File: config.mk
export PLATFORM = sky130hd
export DESIGN_NAME = gts_socket_message_deframer_core
export DESIGN_NICKNAME = d
export VERILOG_FILES = /design/src/hw/rtl/gtsdf_pkg.sv /design/src/hw/rtl/gts_socket_message_deframer_core.sv /design/src/hw/rtl/gtsdf_front.sv /design/src/hw/rtl/gtsdf_queue.sv /design/src/hw/rtl/gtsdf_back.sv
export SDC_FILE = /design/constraint.sdc
export NUM_CORES = 1
export LEC_CHECK = 0
export BUFFER_PORTS_ARGS = -buffer_cell sky130_fd_sc_hd__clkbuf_2
export CORE_ASPECT_RATIO = 1.4
export CORE_UTILIZATION = 50
export CTS_BUF_LIST = sky130_fd_sc_hd__clkbuf_4 sky130_fd_sc_hd__clkbuf_8
export DETAILED_ROUTE_END_ITERATION = 10
export GPL_ROUTABILITY_DRIVEN = 0
export PLACE_DENSITY = 0.69
export SLEW_MARGIN = 10
export SYNTH_ARGS = -nofsm -noshare
export SYNTH_HDL_FRONTEND = slang
export SYNTH_SLANG_ARGS = --single-unit
File: constraint.sdc
create_clock -name clk -period 3.9 [get_ports clk]
set_clock_uncertainty 0.15 [all_clocks]
set_input_delay 0.39 -clock clk [delete_from_list [all_inputs] [get_ports clk]]
set_output_delay 0.39 -clock clk [all_outputs]
set_load 0.01 [all_outputs]
File: src/hw/rtl/gtsdf_pkg.sv
`default_nettype none
// ----------------------------------------------------------------------------
// gtsdf_pkg
// shared types and constants for the socket message deframer
// ----------------------------------------------------------------------------
package gtsdf_pkg;

  localparam int unsigned LEN_W = 27;
  localparam logic [LEN_W-1:0] MAX_LEN_RESET = 27'd1000000;
  localparam logic [LEN_W-1:0] MIN_LEN = 27'd2;

  localparam logic [7:0] SOH_CHAR  = 8'h01;
  localparam logic [7:0] ETX_CHAR  = 8'h03;
  localparam logic [7:0] CHAR_ZERO = 8'h30;
  localparam logic [7:0] CHAR_NINE = 8'h39;
  localparam logic [7:0] CHAR_A    = 8'h41;
  localparam logic [7:0] CHAR_N    = 8'h4E;
  localparam logic [7:0] CHAR_B    = 8'h42;
  localparam logic [7:0] CHAR_I    = 8'h49;
  localparam logic [7:0] CHAR_F    = 8'h46;
  localparam logic [7:0] CHAR_X    = 8'h58;

  typedef enum logic [1:0] {
    KIND_AN = 2'd0,
    KIND_BI = 2'd1,
    KIND_FX = 2'd2
  } kind_t;

  typedef enum logic [2:0] {
    ST_OK          = 3'd0,
    ST_BAD_TYPE    = 3'd1,
    ST_NONNUMERIC  = 3'd2,
    ST_BAD_LENGTH  = 3'd3,
    ST_NO_SOH      = 3'd4,
    ST_NO_ETX      = 3'd5
  } status_t;

  typedef struct packed {
    logic [7:0] data;
    kind_t      kind;
    logic       first;
    logic       last;
    status_t    status;
  } result_t;

  typedef struct packed {
    logic empty;
    logic full;
  } queue_flags_t;

endpackage
`default_nettype wire

File: src/hw/rtl/gts_socket_message_deframer_core.sv
`default_nettype none
// ----------------------------------------------------------------------------
// gts_socket_message_deframer_core
// splits a socket byte stream into length-framed messages
// ----------------------------------------------------------------------------
// throughput: one input byte per cycle, sustained, while the output side
//   keeps up; the result queue absorbs short output stalls
// result path: the parser writes each result into the queue at the input
//   edge, and the output register loads it from the queue head
// reset: synchronous, clears parser state, queue and output valid, and
//   loads the maximum length register with 1000000; no clearing pass
// ----------------------------------------------------------------------------
module gts_socket_message_deframer_core import gtsdf_pkg::*; #(
  parameter int unsigned LENGTH_DIGITS = 8,
  parameter int unsigned QUEUE_DEPTH   = 4
) (
  input  wire logic             clk,
  input  wire logic             rst,
  // maximum length register
  input  wire logic             cfg_write,
  input  wire logic [LEN_W-1:0] cfg_data,
  // byte stream in
  input  wire logic             in_valid,
  output      logic             in_stall,
  input  wire logic [7:0]       in_byte,
  // body bytes and status out
  output      logic             out_valid,
  input  wire logic             out_stall,
  output      logic [7:0]       out_byte,
  output      logic [1:0]       message_kind,
  output      logic             first_of_message,
  output      logic             last_of_message,
  output      logic [2:0]       status
);

  logic         in_xfer;
  logic         q_push;
  result_t      q_push_data;
  logic         q_pop;
  result_t      q_head;
  queue_flags_t q_flags;
  result_t      out_res;

  // at most one result per byte, so a free slot is all the parser needs
  assign in_stall = q_flags.full;
  assign in_xfer  = in_valid && !in_stall;

  gtsdf_front #(
    .LENGTH_DIGITS(LENGTH_DIGITS)
  ) u_front (
    .clk       (clk),
    .rst       (rst),
    .cfg_write (cfg_write),
    .cfg_data  (cfg_data),
    .accept    (in_xfer),
    .in_byte   (in_byte),
    .push      (q_push),
    .push_data (q_push_data)
  );

  gtsdf_queue #(
    .DEPTH(QUEUE_DEPTH)
  ) u_queue (
    .clk       (clk),
    .rst       (rst),
    .push      (q_push),
    .push_data (q_push_data),
    .pop       (q_pop),
    .head      (q_head),
    .flags     (q_flags)
  );

  // output register decouples the queue from the downstream stall
  gtsdf_back u_back (
    .clk       (clk),
    .rst       (rst),
    .flags     (q_flags),
    .head      (q_head),
    .pop       (q_pop),
    .out_valid (out_valid),
    .out_stall (out_stall),
    .out_res   (out_res)
  );

  assign out_byte         = out_res.data;
  assign message_kind     = out_res.kind;
  assign first_of_message = out_res.first;
  assign last_of_message  = out_res.last;
  assign status           = out_res.status;

`ifndef SYNTHESIS
  a_first_is_clean: assert property (@(posedge clk) disable iff (rst)
    out_valid && first_of_message |-> !last_of_message && status == ST_OK)
    else $error("opening byte flagged as last or error");
`endif

endmodule
`default_nettype wire

File: src/hw/rtl/gtsdf_front.sv
`default_nettype none
// ----------------------------------------------------------------------------
// gtsdf_front
// header parser and body classifier, one byte per transfer
// ----------------------------------------------------------------------------
module gtsdf_front import gtsdf_pkg::*; #(
  parameter int unsigned LENGTH_DIGITS = 8
) (
  input  wire logic             clk,
  input  wire logic             rst,
  input  wire logic             cfg_write,
  input  wire logic [LEN_W-1:0] cfg_data,
  input  wire logic             accept,
  input  wire logic [7:0]       in_byte,
  output      logic             push,
  output      result_t          push_data
);

  localparam int unsigned HPW = $clog2(LENGTH_DIGITS + 3);
  localparam logic [HPW-1:0] POS_TYPE0 = HPW'(LENGTH_DIGITS);
  localparam logic [HPW-1:0] POS_TYPE1 = HPW'(LENGTH_DIGITS + 1);
  localparam logic [HPW-1:0] POS_BODY  = HPW'(LENGTH_DIGITS + 2);

  logic [LEN_W-1:0] max_len;
  logic [HPW-1:0]   hdr_pos, hdr_pos_next;
  logic [LEN_W-1:0] length_value, length_value_next;
  logic             digit_fault, digit_fault_next;
  logic [7:0]       type_first, type_first_next;
  kind_t            current_kind, current_kind_next;
  logic [LEN_W-1:0] body_remaining, body_remaining_next;
  logic             halted, halted_next;

  logic             is_digit;
  logic [3:0]       digit_val;
  logic [7:0]       digit_diff;
  logic [LEN_W-1:0] length_acc;
  logic             type_ok;
  kind_t            type_kind;

  assign is_digit   = in_byte inside {[CHAR_ZERO:CHAR_NINE]};
  assign digit_diff = in_byte - CHAR_ZERO;
  assign digit_val  = digit_diff[3:0];
  // times ten as shift and add, wraps at register width
  assign length_acc = (length_value << 3) + (length_value << 1) + LEN_W'(digit_val);

  always_comb begin
    type_ok   = 1'b1;
    type_kind = KIND_AN;
    if (type_first == CHAR_A && in_byte == CHAR_N) begin
      type_kind = KIND_AN;
    end else if (type_first == CHAR_B && in_byte == CHAR_I) begin
      type_kind = KIND_BI;
    end else if (type_first == CHAR_F && in_byte == CHAR_X) begin
      type_kind = KIND_FX;
    end else begin
      type_ok = 1'b0;
    end
  end

  always_comb begin
    hdr_pos_next        = hdr_pos;
    length_value_next   = length_value;
    digit_fault_next    = digit_fault;
    type_first_next     = type_first;
    current_kind_next   = current_kind;
    body_remaining_next = body_remaining;
    halted_next         = halted;
    push                = 1'b0;
    push_data.data      = in_byte;
    push_data.kind      = current_kind;
    push_data.first     = 1'b0;
    push_data.last      = 1'b0;
    push_data.status    = ST_OK;
    if (accept && !halted) begin
      if (hdr_pos < POS_TYPE0) begin
        if (is_digit) begin
          length_value_next = length_acc;
        end else begin
          digit_fault_next = 1'b1;
        end
        hdr_pos_next = hdr_pos + 1'b1;
      end else if (hdr_pos == POS_TYPE0) begin
        type_first_next = in_byte;
        hdr_pos_next    = POS_TYPE1;
      end else if (hdr_pos == POS_TYPE1) begin
        push_data.kind = KIND_AN;
        push_data.last = 1'b1;
        if (!type_ok) begin
          push             = 1'b1;
          halted_next      = 1'b1;
          push_data.status = ST_BAD_TYPE;
        end else if (digit_fault) begin
          push             = 1'b1;
          halted_next      = 1'b1;
          push_data.status = ST_NONNUMERIC;
        end else if (length_value > max_len || length_value < MIN_LEN) begin
          push             = 1'b1;
          halted_next      = 1'b1;
          push_data.status = ST_BAD_LENGTH;
        end else begin
          current_kind_next   = type_kind;
          body_remaining_next = length_value;
          hdr_pos_next        = POS_BODY;
        end
      end else begin
        push = 1'b1;
        if (body_remaining == length_value) begin
          // opening byte of the body
          if (in_byte != SOH_CHAR) begin
            halted_next      = 1'b1;
            push_data.last   = 1'b1;
            push_data.status = ST_NO_SOH;
          end else begin
            body_remaining_next = body_remaining - 1'b1;
            push_data.first     = 1'b1;
          end
        end else if (body_remaining <= LEN_W'(1)) begin
          push_data.last      = 1'b1;
          hdr_pos_next        = '0;
          length_value_next   = '0;
          digit_fault_next    = 1'b0;
          type_first_next     = '0;
          body_remaining_next = '0;
          if (in_byte != ETX_CHAR) begin
            halted_next      = 1'b1;
            push_data.status = ST_NO_ETX;
          end
        end else begin
          body_remaining_next = body_remaining - 1'b1;
        end
      end
    end
  end

  always_ff @(posedge clk) begin
    if (rst) begin
      max_len        <= MAX_LEN_RESET;
      hdr_pos        <= '0;
      length_value   <= '0;
      digit_fault    <= 1'b0;
      type_first     <= '0;
      current_kind   <= KIND_AN;
      body_remaining <= '0;
      halted         <= 1'b0;
    end else begin
      if (cfg_write) begin
        max_len <= cfg_data;
      end
      hdr_pos        <= hdr_pos_next;
      length_value   <= length_value_next;
      digit_fault    <= digit_fault_next;
      type_first     <= type_first_next;
      current_kind   <= current_kind_next;
      body_remaining <= body_remaining_next;
      halted         <= halted_next;
    end
  end

`ifndef SYNTHESIS
  a_body_bound: assert property (@(posedge clk) disable iff (rst)
    hdr_pos == POS_BODY |-> body_remaining <= length_value)
    else $error("body count above message length");

  a_halt_quiet: assert property (@(posedge clk) disable iff (rst)
    halted |-> !push)
    else $error("result produced while halted");

  a_error_halts: assert property (@(posedge clk) disable iff (rst)
    push && push_data.status != ST_OK |=> halted)
    else $error("error result did not halt the parser");
`endif

endmodule
`default_nettype wire

File: src/hw/rtl/gtsdf_queue.sv
`default_nettype none
// ----------------------------------------------------------------------------
// gtsdf_queue
// short result queue between parser and output stage
// ----------------------------------------------------------------------------
module gtsdf_queue import gtsdf_pkg::*; #(
  parameter int unsigned DEPTH = 4
) (
  input  wire logic    clk,
  input  wire logic    rst,
  input  wire logic    push,
  input  wire result_t push_data,
  input  wire logic    pop,
  output      result_t head,
  output      queue_flags_t flags
);

  localparam int unsigned PW = (DEPTH > 1) ? $clog2(DEPTH) : 1;
  localparam int unsigned CW = $clog2(DEPTH + 1);
  localparam logic [PW-1:0] LAST_PTR = PW'(DEPTH - 1);
  localparam logic [CW-1:0] FULL_COUNT = CW'(DEPTH);

  result_t       entries [DEPTH];
  logic [PW-1:0] wr_ptr;
  logic [PW-1:0] rd_ptr;
  logic [CW-1:0] count;

  assign head        = entries[rd_ptr];
  assign flags.empty = (count == '0);
  assign flags.full  = (count == FULL_COUNT);

  always_ff @(posedge clk) begin
    if (push) begin
      entries[wr_ptr] <= push_data;
    end
  end

  always_ff @(posedge clk) begin
    if (rst) begin
      wr_ptr <= '0;
      rd_ptr <= '0;
      count  <= '0;
    end else begin
      if (push) begin
        wr_ptr <= (wr_ptr == LAST_PTR) ? '0 : wr_ptr + 1'b1;
      end
      if (pop) begin
        rd_ptr <= (rd_ptr == LAST_PTR) ? '0 : rd_ptr + 1'b1;
      end
      if (push && !pop) begin
        count <= count + 1'b1;
      end else if (pop && !push) begin
        count <= count - 1'b1;
      end
    end
  end

`ifndef SYNTHESIS
  a_count_bound: assert property (@(posedge clk) disable iff (rst)
    (count <= FULL_COUNT) && !(push && flags.full) && !(pop && flags.empty))
    else $error("queue overflow or underflow");
`endif

endmodule
`default_nettype wire

File: src/hw/rtl/gtsdf_back.sv
`default_nettype none
// ----------------------------------------------------------------------------
// gtsdf_back
// output register, drains the queue one result per transfer
// ----------------------------------------------------------------------------
module gtsdf_back import gtsdf_pkg::*; (
  input  wire logic         clk,
  input  wire logic         rst,
  input  wire queue_flags_t flags,
  input  wire result_t      head,
  output      logic         pop,
  output      logic         out_valid,
  input  wire logic         out_stall,
  output      result_t      out_res
);

  assign pop = !flags.empty && (!out_valid || !out_stall);

  always_ff @(posedge clk) begin
    if (pop) begin
      out_res <= head;
    end
  end

  always_ff @(posedge clk) begin
    if (rst) begin
      out_valid <= 1'b0;
    end else if (pop) begin
      out_valid <= 1'b1;
    end else if (!out_stall) begin
      out_valid <= 1'b0;
    end
  end

endmodule
`default_nettype wire

==> metrics.md <==
| Metric | Value |
|---|---|
| Clock buffer depth | `2` |
| Pre-CTS setup slack | `roughly 250 ps` |
| Fillers | `roughly 1700` |
| Status | `completed` |
| Crit path DAT | `between 3000 and 4000 ps` |
| Commonest non-fill, non-tap cell in the layout | `nor2_1` |
| Fin Setup TNS | `0 ps` |
| TritonCTS Buffers | `17` |
| Synth Instances | `1034` |
| Register area share after synthesis | `0.430` |
| Slowest stage cell, crit path | `dfxtp_1` |
| Post-synth EDFFs | `between 70 and 80` |
| Area Growth Syn to Fin | `13.6%` |
| Post-CTS resize count | `0` |
| Final setup vio count | `0` |
| Initial Util | `0.511` |
| Drc violations | `0` |
| Syn nets | `1163` |
| # hold bufs at CTS | `27` |
| I/O pin count | `between 50 and 60` |
| CTS tree | `yes` |
| Total Nets Final | `roughly 1300` |
| Top FF cell, synth | `dfxtp_1` |
| Final ANT Viol Nets | `0` |
| Commonest non-fill, non-tap cells in the layout | `108 x nor2_1, 105 x dfxtp_1, 86 x ha_1` |
| Critical path capture point type | `flip-flop` |
| Synth warn | `0` |
| Setup ws final | `approximately 280 ps` |
| Layout cells sized above 1 | `0.135` |
| P_leak | `approximately 4.7 nW` |
| DR vias | `about 8300` |
| Yosys reg bits | `180` |
| Largest net degree at the start of global routing | `64` |
| Total inserted antenna cells | `0` |
| Root buf cell | `clkbuf_8` |
| Area taken by multi-input logic gates | `5420 um2` |
| Crit-path max FO | `6` |
| Placement-stage cell area | `approximately 11000 um2` |
| Port-buffer cells | `56` |
| WP buf/inv | `1` |
| Initial antenna violation count | `0` |
| Final wirelength | `25.5 mm` |
| Crit Path Class | `reg2reg` |
| Worst vdd ir | `0.240 mV` |
| Vias in the first global route | `8074` |
| Critical path's top delay family | `compound AO/OA/AOI/OAI gates` |
| Relative max-transition margin | `0.292` |
| Die Wd | `around 120 um` |
| First drt pass iteration count | `5` |
| CTS sink cnt | `180` |
| FMAX | `277 MHz` |
| Die Span Y | `~170 um` |
| Overall Power | `a little under 5 mW` |
| Max_cap viols | `0` |
| DIE AREA | `approximately 21000 um2` |
| Total Routing Usage GR | `0.254` |
| Finished Cell Area | `11500 um2` |
| Largest stage delay, worst path | `~590 ps` |
| Async set-reset flop share out of synthesis | `0` |
| First-pass GRT wire length | `approximately 41 mm` |
| Total core area | `19800 um2` |
| Worst-path clk slew | `110 ps` |
| Syn avg cell area | `about 9.8 um2` |
| Postcts setup bufs | `0` |
| Storage element area | `around 4400 um2` |
| CP startpoint kind | `flip-flop` |
| Worst-Margin Slew | `between 1000 and 1500 ps` |
| Row count | `around 60` |
| H-tree depth reported by CTS | `4` |
| Min-delay worst type | `in2reg` |
| Final Non-Filler Cells | `~1400` |
| Slew Limit Fails | `0` |
| DP HPWL | `between 15 and 20 mm` |
| Fin. Hold Viols | `0` |
| Drt via density | `slightly below 6` |
| Clock latency on the worst-skew pair | `between 400 and 500 ps` |
| Pwr/cell area | `420 nW/um2` |
| RSZ-0062 raised after global routing | `no` |
| Tcrit/Tclk final | `0.927` |
| Detailed Route Iter0 Violations | `419` |
| Global route total overflow | `0` |
| Post-Syn Area | `a little over 10000 um2` |
| Placed instance count | `1330` |
| Data required, critical path | `just over 4000 ps` |
| Crit path time final | `3620 ps` |
| Routed WL per cell | `around 18 um` |
| Synth unique cells | `71` |
| Crit-path cells | `ha_1, nor2b_1, o21a_1, o21a_1, o41a_1, o21ai_1, a31oi_1, ha_1, inv_1, fa_1, xor2_1, or3_1, a21oi_1` |
-- logic make-up (layout without fill, tap and decap cells) --
logic type | count (synthesis) | count (layout) | share of synthesized area
compound gates | 233 | 233 | 0.151
flops | 180 | 180 | 0.430
xor+xnor | 56 | 56 | 0.0484
buf+inv | 92 | 195 | 0.0363
simple gates | 345 | 345 | 0.165
fa+ha+maj | 89 | 89 | 0.112
mux | 39 | 39 | 0.0571
-- metrics by stage --
step | util | hold WS, ps
floorplan | - | 278
global placement | 0.544 | 287
detailed placement | 0.544 | 303
CTS | 0.580 | 1.99
global route | 0.580 | 33.8
finish | 0.580 | 31.0
-- flip-flops by register name, indices dropped and copies added, names as in the netlist --
register,flops
u_queue.entries,60
u_front.current_kind,2
u_front.type_first,8
u_front.body_remaining,27
u_front.max_len,27
u_queue.wr_ptr,2
u_queue.rd_ptr,2
u_front.hdr_pos,4
u_front.digit_fault,1
u_front.halted,1
u_queue.count,3
u_back.out_res,15
u_back.out_valid,1
u_front.length_value,27
-- cell type report --
| type | instances | area share |
|---|---|---|
| Sequential cell | 180 | 0.378 |
| Tap cell | 252 | 0.0274 |
| Inverter | 46 | 0.0150 |
| Multi-Input combinational cell | 762 | 0.471 |
| Clock buffer | 17 | 0.0203 |
| Timing Repair Buffer | 117 | 0.0700 |
| Clock inverter | 15 | 0.0177 |
-- layer usage --
layer / up-vias / part of all wire / track usage
met5: - / 0 / 0
met4: 0 / 0.058 / 0.163
met3: 84 / 0.043 / 0.0399
met2: 251 / 0.51 / 0.453
met1: 3955 / 0.39 / 0.275
li1: 3983 / - / -
-- synth_stat cells, drive strengths merged, types with 5 or more instances --
cell / instances / area share
nor2b: 7 / 0.0043
xor2: 15 / 0.013
clkbuf: 32 / 0.012
buf: 14 / 0.0074
and3: 5 / 0.0031
dfxtp: 105 / 0.21
a21oi: 72 / 0.036
a32o: 6 / 0.0059
o31ai: 5 / 0.0037
nor4: 12 / 0.0086
inv: 46 / 0.017
nor2: 109 / 0.041
ha: 86 / 0.11
nand4: 19 / 0.012
a21o: 16 / 0.012
edfxtp: 75 / 0.22
nand3: 25 / 0.012
a22oi: 12 / 0.0089
a211oi: 6 / 0.0057
nand2: 85 / 0.032
and2: 8 / 0.0049
nand2b: 7 / 0.0043
xnor2: 41 / 0.035
o21ai: 47 / 0.024
nor3: 39 / 0.020
a31oi: 9 / 0.0056
o211ai: 8 / 0.0059
o21a: 8 / 0.0059
mux2i: 24 / 0.024
mux4: 15 / 0.033
a311oi: 6 / 0.0052
o32ai: 6 / 0.0052
or3: 7 / 0.0048
a221oi: 8 / 0.0069
-- report_power, final --
part | switching (mW) | internal (mW) | total, mW
Clock | 0.835 | 0.520 | 1.35
Sequential | 0.136 | 2.16 | 2.29
Combinational | 0.672 | 0.514 | 1.19
-- final timing paths --
| kind | startpoint | to | slack, ps | cells past startpoint |
|---|---|---|---|---|
| min | cfg_data[24] | u_front.max_len[24]$_SDFFE_PP0P_ | 30 | 3 |
| min reg2reg | u_front.halted$_SDFFE_PP0P_ | u_front.halted$_SDFFE_PP0P_ | 320 | 2 |
| max | u_front.length_value[1]$_SDFFE_PP0P_ | u_queue.count[2]$_SDFFE_PP0P_ | 280 | 13 |
| max reg2reg | u_front.length_value[1]$_SDFFE_PP0P_ | u_queue.count[2]$_SDFFE_PP0P_ | 280 | 13 |
-- worst register-to-register path: cells and delay by family (launching register included) --
kind	cells	cell delay [ps]
compound gates	6	1480
buf+inv	1	70
fa+ha+maj	3	760
flops	1	590
xor+xnor	1	70
simple gates	2	440
(Power assumes the default switching activity.)
